File: config.mk
export PLATFORM = sky130hd
export DESIGN_NAME = vrs_front
export DESIGN_NICKNAME = d
export VERILOG_FILES = /design/src/hw/rtl/variable_record_store_assert.svh /design/src/hw/rtl/vrs_pkg.sv /design/src/hw/rtl/vrs_front.sv
export SDC_FILE = /design/constraint.sdc
export NUM_CORES = 1
export LEC_CHECK = 0
export BUFFER_PORTS_ARGS = -buffer_cell sky130_fd_sc_hd__buf_2
export CAP_MARGIN = 20
export CORE_MARGIN = 2
export CORE_UTILIZATION = 30
export DETAILED_ROUTE_END_ITERATION = 16
export PLACE_DENSITY_LB_ADDON = 0.25
export SYNTH_ARGS = -nofsm -noshare
export SYNTH_HDL_FRONTEND = slang
export SYNTH_SLANG_ARGS = --single-unit
File: constraint.sdc
create_clock -name vclk -period 4.2
set_input_delay 0 -clock vclk [all_inputs]
set_output_delay 0 -clock vclk [all_outputs]
set_load 0.03 [all_outputs]
File: src/hw/rtl/variable_record_store_assert.svh
// Assertion macros for the record store
`ifndef VARIABLE_RECORD_STORE_ASSERT_SVH
`define VARIABLE_RECORD_STORE_ASSERT_SVH

// property checked on every clock edge outside reset
`define VRS_ASSERT(lbl, clk, rstn, prop, msg) \
  lbl: assert property (@(posedge clk) disable iff (!rstn) prop) else $error(msg);

`define VRS_ASSERT_NEXT(lbl, clk, rstn, ante, cons, msg) \
  lbl: assert property (@(posedge clk) disable iff (!rstn) (ante) |=> (cons)) \
    else $error(msg);

`endif

File: src/hw/rtl/vrs_pkg.sv
`default_nettype none
package vrs_pkg;
  localparam int unsigned MemBytes = 1024;
  localparam int unsigned AddrW = $clog2(MemBytes);
  localparam int unsigned LvlW = AddrW + 1;
  localparam int unsigned MaxRecLen = 15;
  localparam int unsigned QDepth = 2;

  typedef enum logic [1:0] {
    REQ_STORE = 2'd0,
    REQ_FIND  = 2'd1,
    REQ_ERASE = 2'd2,
    REQ_CLEAR = 2'd3
  } req_e;

  typedef enum logic [1:0] {
    ST_OK       = 2'd0,
    ST_NOTFOUND = 2'd1,
    ST_NOROOM   = 2'd2
  } status_e;

  // one classified command between front and back
  typedef struct packed {
    req_e        req;
    logic [7:0]  head;
    logic [31:0] seconds;
    logic [MaxRecLen*8-1:0] bytes;  // record image, byte 0 in low bits
    logic [3:0]  len;
    logic [AddrW-1:0] position;
  } cmd_t;

  function automatic logic [3:0] rec_len(input logic [2:0] t);
    logic [3:0] l;
    case (t)
      3'd0: l = 4'd5;
      3'd1: l = 4'd6;
      3'd2: l = 4'd8;
      3'd3: l = 4'd10;
      3'd4: l = 4'd10;
      3'd5: l = 4'd13;
      3'd6: l = 4'd12;
      default: l = 4'd15;
    endcase
    return l;
  endfunction
endpackage
`default_nettype wire

File: src/hw/rtl/vrs_front.sv
`default_nettype none
// Front: packs a request into a command with its record image
module vrs_front import vrs_pkg::*; (
  input  wire logic        req_i,
  input  wire logic [1:0]  req_type_i,
  input  wire logic [7:0]  head_i,
  input  wire logic [31:0] seconds_i,
  input  wire logic [7:0]  seconds_millis_i,
  input  wire logic [15:0] interval_i,
  input  wire logic [7:0]  interval_millis_i,
  input  wire logic [15:0] frequency_i,
  input  wire logic [7:0]  frequency_millis_i,
  input  wire logic [15:0] repeat_count_i,
  input  wire logic [7:0]  extended_i,
  input  wire logic [9:0]  position_i,
  output cmd_t             cmd_o,
  output logic             push_o
);
  logic [2:0] t;
  logic [7:0] b [MaxRecLen];
  logic [3:0] p;

  assign t = head_i[7:5];
  assign push_o = req_i;

  // lay out bytes in record order, optional fields per type
  always_comb begin
    for (int i = 0; i < MaxRecLen; i++) b[i] = 8'h00;
    b[0] = head_i;
    b[1] = seconds_i[31:24];
    b[2] = seconds_i[23:16];
    b[3] = seconds_i[15:8];
    b[4] = seconds_i[7:0];
    p = 4'd5;
    if (t[0]) begin b[p] = seconds_millis_i; p = p + 4'd1; end
    if (t >= 3'd2) begin
      b[p] = interval_i[15:8]; b[p+4'd1] = interval_i[7:0]; p = p + 4'd2;
    end
    if (t == 3'd3 || t == 3'd5 || t == 3'd7) begin
      b[p] = interval_millis_i; p = p + 4'd1;
    end
    if (t >= 3'd4) begin
      b[p] = frequency_i[15:8]; b[p+4'd1] = frequency_i[7:0]; p = p + 4'd2;
    end
    if (t == 3'd5 || t == 3'd7) begin b[p] = frequency_millis_i; p = p + 4'd1; end
    if (t >= 3'd6) begin
      b[p] = repeat_count_i[15:8]; b[p+4'd1] = repeat_count_i[7:0]; p = p + 4'd2;
    end
    if (t >= 3'd2) begin b[p] = extended_i; end
  end

  always_comb begin
    cmd_o.req = req_e'(req_type_i);
    cmd_o.head = head_i;
    cmd_o.seconds = seconds_i;
    for (int i = 0; i < MaxRecLen; i++) cmd_o.bytes[i*8 +: 8] = b[i];
    cmd_o.len = rec_len(t);
    cmd_o.position = position_i[AddrW-1:0];
  end
endmodule
`default_nettype wire

==> run_results.csv, run 1 <==
group,metric,value,unit
global_routing,antenna_found_initial,2,
final_layout,register_area,0,um^2
placement,portBuffers,284,
pwr,switchingPower,945,uW
min_path,hold_path_end,"cmd_o[1]",
pwr,p_sw_share,67.3,%
cts,holdBufCountCts,0,
floorplan,start_util,30.6,%
floorplan,die_area,23400,um^2
synthesis,synth_area,6650,um^2
pwr,power_density,176,nW/um^2
final_layout,fin_nets,1271,
synthesis,synthCells,966,
final_layout,clkbuf_count,0,
synthesis,syn_nets,1108,
synthesis,yosysSeqAreaShare,0,%
worst_setup_path,critPathCaptureType,"output port",
synthesis,yosysUniqueCellTypes,70,
final_layout,antenna_cells,0,
worst_setup_path,cpMaxStageDelayCell,"o22a_1",
sta,fin_crit,3.80,ns
pwr,p_leak,0.00341,uW
floorplan,die_h,153,um
sta,finalSetupViolCount,0,
floorplan,num_rows,54,
synthesis,syn_area_per_cell,6.88,um^2
sta,maxSlewHeadroom,34.3,%
global_routing,grt_pass1_wl,55000,um
detailed_routing,routedWlPerCell,27.1,um
final_layout,multi_input_area,5890,um^2
min_path,min_path_type,"in -> out",
placement,pre_cts_ws,0.465,ns
worst_setup_path,path_cells,"buf_2, nor2_1, inv_1, ha_1, nor2_1, nand2_1, o21a_1, ha_1, o21ai_0, a221oi_1, ha_1, buf_4, o21ai_0, a32oi_1, o22a_1, mux2_2, buf_2",
worst_setup_path,cp_common_cell,"ha_1",
run_status,run_status,"complete, no violations",
floorplan,io_pins,310,
global_routing,grt_pass1_vias,8281,
global_routing,grt_usage,30.5,%
pwr,ir_worst_vdd,0.118,mV
final_layout,n_fill_cell,2413,
sta,max_freq,263,MHz
worst_setup_path,cp.arrival,3.80,ns
sta,setup_tns,0,ns
detailed_routing,drc,0,
worst_setup_path,start_kind,"primary input",
sta,hold_viol,0,
global_routing,grt_max_degree,64,
floorplan,die_x,153,um
detailed_routing,initialDrtViolationCount,849,
placement,hpwlAfterDp,27600,um
cts,ctsResizeCount,0,
final_layout,syn_to_final_growth,20.2,%
pwr,comb_power_share,100.0,%
floorplan,core_area,21800,um^2
pwr,cell_internal_pwr,459,uW
sta,setup_ws,0.401,ns
sta,worst_pin_slew,0.982,ns
detailed_routing,routed_wl,38200,um
sta,period_share,90.5,%
pwr,pwr-share-seq,0,%
detailed_routing,vias,8874,
global_routing,grt_overflow,0,
sta,report.final.slew_viol_count,0,
pwr,p_clk_share,0,%
sta,rsz0062_at_grt,"false",
detailed_routing,viasPerCell,6.31,
final_layout,drive_gt1_share,42.0,%
detailed_routing,first_pass_iters,6,
flow_run,cap_viol_max_count,0,
worst_setup_path,required,4.20,ns
min_path,min_from,"position_i[1]",
worst_setup_path,crit_start,"head_i[7]",
final_layout,flops_and_latches,0,
worst_setup_path,cp_slowest_stage_delay,0.54,ns
worst_setup_path,critPathKind,"in -> out",
min_path,worstHoldPathCells,0,
placement,gp_congestion,1.05,
worst_setup_path,worstPathMaxFanout,8,
detailed_routing,postRouteAntennaNets,0,
cts,cts_setup_buffers,0,
synthesis,yosys_warnings,0,
[through the flow]
step	power [uW]	utilization (%)	hold WS [ns]	std cells	area [um^2]
5_1_grt	1480	36.7	0.0000468	1407	7990
4_1_cts	1380	36.7	0.000205	1407	7990
6_report	1400	36.7	0.0000116	1407	7990
3_3_place_gp	1380	36.7	0.000205	1407	7990
3_5_place_dp	1380	36.7	0.000205	1407	7990
2_1_floorplan	965	-	0.132	966	6770
[synthesized netlist by cell type (all sizes together), types with 6 or more instances]
master   instances  area [um^2]
nor3            18         90.1
a21oi           45          225
o221ai          14          123
ha               9          113
o21ai           38          201
mux2           109         1230
nand4            6         37.5
a2bb2oi         16          140
inv             11         41.3
o211ai          30          225
nand3           47          240
o31ai            9         67.6
a221oi          21          184
nor4b            8         70.1
clkbuf          75          282
a22o            27          236
buf             86          559
a22oi           12         95.1
o22ai            9         62.6
a32oi           18          158
o2bb2ai         10         87.6
a221o           13          130
nand2           74          288
a31oi           25          156
mux2i           40          400
nor2           100          375
and2            16          103
a32o            14          140
[logic make-up after synthesis]
kind of cell             share of synthesized area, %
AND/OR/NAND/NOR                                  23.2
AO/OA/AOI/OAI                                    36.4
buffers and inverters                            13.3
adder cells (fa/ha/maj)                          1.69
XOR/XNOR                                        0.922
multiplexers                                     24.5
[worst max-delay path by stage]
| stage | endpoint | slack, ns | cells past startpoint |
|---|---|---|---|
| finish | cmd_o[86] | 0.40 | 17 |
| global route | cmd_o[44] | 0.06 | 17 |
| CTS | cmd_o[44] | 0.46 | 16 |
| detailed placement | cmd_o[44] | 0.47 | 16 |
| global placement | cmd_o[39] | 0.48 | 16 |
| floorplan | cmd_o[38] | 0.08 | 20 |
[power by group through the flow]
stage | registers (uW) | logic, uW | clock network, uW
final | 0 | 1400 | 0
after global routing | 0 | 1480 | 0
after CTS | 0 | 1380 | 0
after detailed placement | 0 | 1380 | 0
after global placement | 0 | 1380 | 0
after floorplan | 0 | 965 | 0
[per-layer routing]
layer  global-route usage (%)  wire length, um  up-vias
met2                     49.1            17100      610
met4                     8.55             1120        0
met1                     42.1            16400     4191
met5                        0                0        -
met3                     4.76             3610       87
li1                         -                -     3986
[critical path: cells and delay by family]
family,cells,cell delay (ns)
adder cells (fa/ha/maj),3,0.92
AND/OR/NAND/NOR,3,0.34
AO/OA/AOI/OAI,6,1.55
buffers and inverters,4,0.58
multiplexers,1,0.40
[cell type report]
type	instances	area share (%)
repair buffers	322	21.4
well taps	280	4.38
multi-input cells	793	73.7
inverters	12	0.564
[placed cells by master, fill, tap and decap left out, types with 16 or more instances in the layout]
cell       instances
a21oi_1           31
a221oi_1          21
a22o_1            27
a2bb2oi_1         16
a31oi_1           21
a32oi_1           18
buf_2            284
buf_4             38
mux2_2           102
mux2i_1           34
nand2_1           72
nand3_1           46
nor2_1           100
nor3_1            17
o211ai_1          30
o21ai_0           33
Note: power is estimated with default switching activity, not from simulation.
==> run 2, diff against run 1 <==
ABC_AREA = 1   (was not set)
==> run 2 against run 1 <==
  * First-iteration DRC count is 57% higher
  * Sequential share of layout area unchanged
  * Combinational power increased by 9%
  * Critical path depth rose by 8
  * Total power increased by 8.6%
==> run_results.csv, run 2 <==
group,metric,value,unit
global_routing,grt_overflow,0,
worst_setup_path,worstPathMaxFanout,18,
global_routing,grt_pass1_wl,62200,um
synthesis,syn_area_per_cell,4.73,um^2
placement,gp_congestion,1.05,
pwr,switchingPower,1140,uW
synthesis,synthTopCellsByCount,"nand2_1, nand3_1, inv_1",
synthesis,yosysTopAreaCell,"nand2_1",
floorplan,start_util,30.6,%
placement,portBuffers,284,
synthesis,yosysTopAreaCellShare,26.3,%
final_layout,clkbuf_count,0,
global_routing,grt_usage,33.6,%
sta,report.final.slew_viol_count,0,
worst_setup_path,cp.arrival,3.82,ns
pwr,power.total,1520,uW
final_layout,n_fill_cell,2757,
final_layout,syn_to_final_growth,16.6,%
synthesis,synth_area,6950,um^2
global_routing,grt_pass1_vias,9975,
final_layout,antenna_cells,0,
detailed_routing,routedWlPerCell,22.5,um
final_layout,final_cell_mix,"nand2_1, buf_2, nand3_1",
pwr,cell_internal_pwr,383,uW
worst_setup_path,required,4.20,ns
final_layout,layoutNonFillerInstCount,1930,
floorplan,num_rows,55,
worst_setup_path,cp_num_buf_inv,8,
worst_setup_path,cpMaxStageDelayCell,"ha_1",
worst_setup_path,start_kind,"primary input",
sta,worst_pin_slew,0.920,ns
worst_setup_path,critPathKind,"in -> out",
global_routing,grt_max_degree,47,
placement,hpwlAfterDp,34200,um
final_layout,fin_util,35.7,%
pwr,comb_power_share,100.0,%
floorplan,io_pins,310,
placement,place_inst,1930,
flow_run,cap_viol_max_count,0,
detailed_routing,postRouteAntennaNets,0,
detailed_routing,viasPerCell,5.69,
floorplan,die_x,156,um
min_path,min_path_type,"in -> out",
pwr,p_clk_share,0,%
pwr,p_leak,0.00480,uW
run_status,run_status,"complete, no violations",
final_layout,drive_gt1_share,21.6,%
worst_setup_path,crit_family,"simple AND/OR/NAND/NOR gates",
sta,max_freq,262,MHz
detailed_routing,first_pass_iters,7,
pwr,ir_worst_vdd,0.0987,mV
worst_setup_path,cp_slowest_stage_delay,0.39,ns
synthesis,yosys_warnings,0,
cts,holdBufCountCts,0,
cts,cts_setup_buffers,0,
floorplan,core_area,22700,um^2
detailed_routing,initialDrtViolationCount,1334,
final_layout,flops_and_latches,0,
sta,hold_viol,0,
sta,finalSetupViolCount,0,
floorplan,die_h,156,um
pwr,p_sw_share,74.9,%
sta,rsz0062_at_grt,"false",
detailed_routing,drc,0,
synthesis,syn_nets,1613,
final_layout,register_area,0,um^2
synthesis,synth_area_leaders,"nand2_1, nand3_1, o21ai_0, inv_1, nor2_1",
floorplan,die_area,24400,um^2
detailed_routing,vias,10985,
synthesis,yosysMostFrequentCell,"nand2_1",
detailed_routing,routed_wl,43300,um
cts,ctsResizeCount,0,
synthesis,yosysUniqueCellTypes,36,
final_layout,fin_nets,1789,
pwr,power_density,188,nW/um^2
synthesis,synthCells,1471,
sta,fin_crit,3.82,ns
global_routing,antenna_found_initial,0,
sta,period_share,91.0,%
sta,maxSlewHeadroom,38.4,%
pwr,pwr-share-seq,0,%
worst_setup_path,critPathCaptureType,"output port",
final_layout,layout_commonest_cell,"nand2_1",
sta,setup_tns,0,ns
synthesis,yosysSeqAreaShare,0,%
[run 2: kinds of logic (layout without fill, tap and decap cells)]
kind of cell | Yosys count | in the layout | synth area share [%]
fa+ha+maj | 9 | 9 | 1.62
buf+inv | 291 | 465 | 19.7
simple gates | 880 | 880 | 54.5
xor+xnor | 2 | 2 | 0.360
compound gates | 289 | 289 | 23.9
[run 2: worst paths after layout]
check / start / to / cells after the start
setup / recovery: head_i[6] / cmd_o[95] / 25
hold / removal: position_i[8] / cmd_o[8] / 0
[run 2: area by class of cell]
class                      count  area (um^2)  share of cell area, %
multi-input combinational   1180         5590                   68.9
timing repair buffer         301         1550                   19.1
tap                          285          357                   4.40
inverter                     164          618                   7.62
[run 2: through the flow]
step                      area, um^2  setup WS (ns)  hold WS (ns)
final                           8110          0.379     0.0000116
after global routing            8110        0.00963     0.0000481
after CTS                       8110          0.452      0.000205
after detailed placement        8110          0.457      0.000205
after global placement          8110          0.549      0.000205
after floorplan                 6950          0.700         0.132
[run 2: power by group through the flow]
stage | Clock (uW) | Combinational [uW] | Sequential, uW
after floorplan | 0 | 1020 | 0
after global placement | 0 | 1490 | 0
after detailed placement | 0 | 1490 | 0
after CTS | 0 | 1490 | 0
after global routing | 0 | 1610 | 0
final | 0 | 1520 | 0
[run 2: layer usage]
layer	up-vias	routed length, um	part of all wire, %	GRT usage [%]
met5	-	0	0	0
met4	0	2350	5.4	15.6
met3	156	5040	12	6.67
met2	766	19000	44	53.9
met1	4933	16900	39	43.4
li1	5130	-	-	-
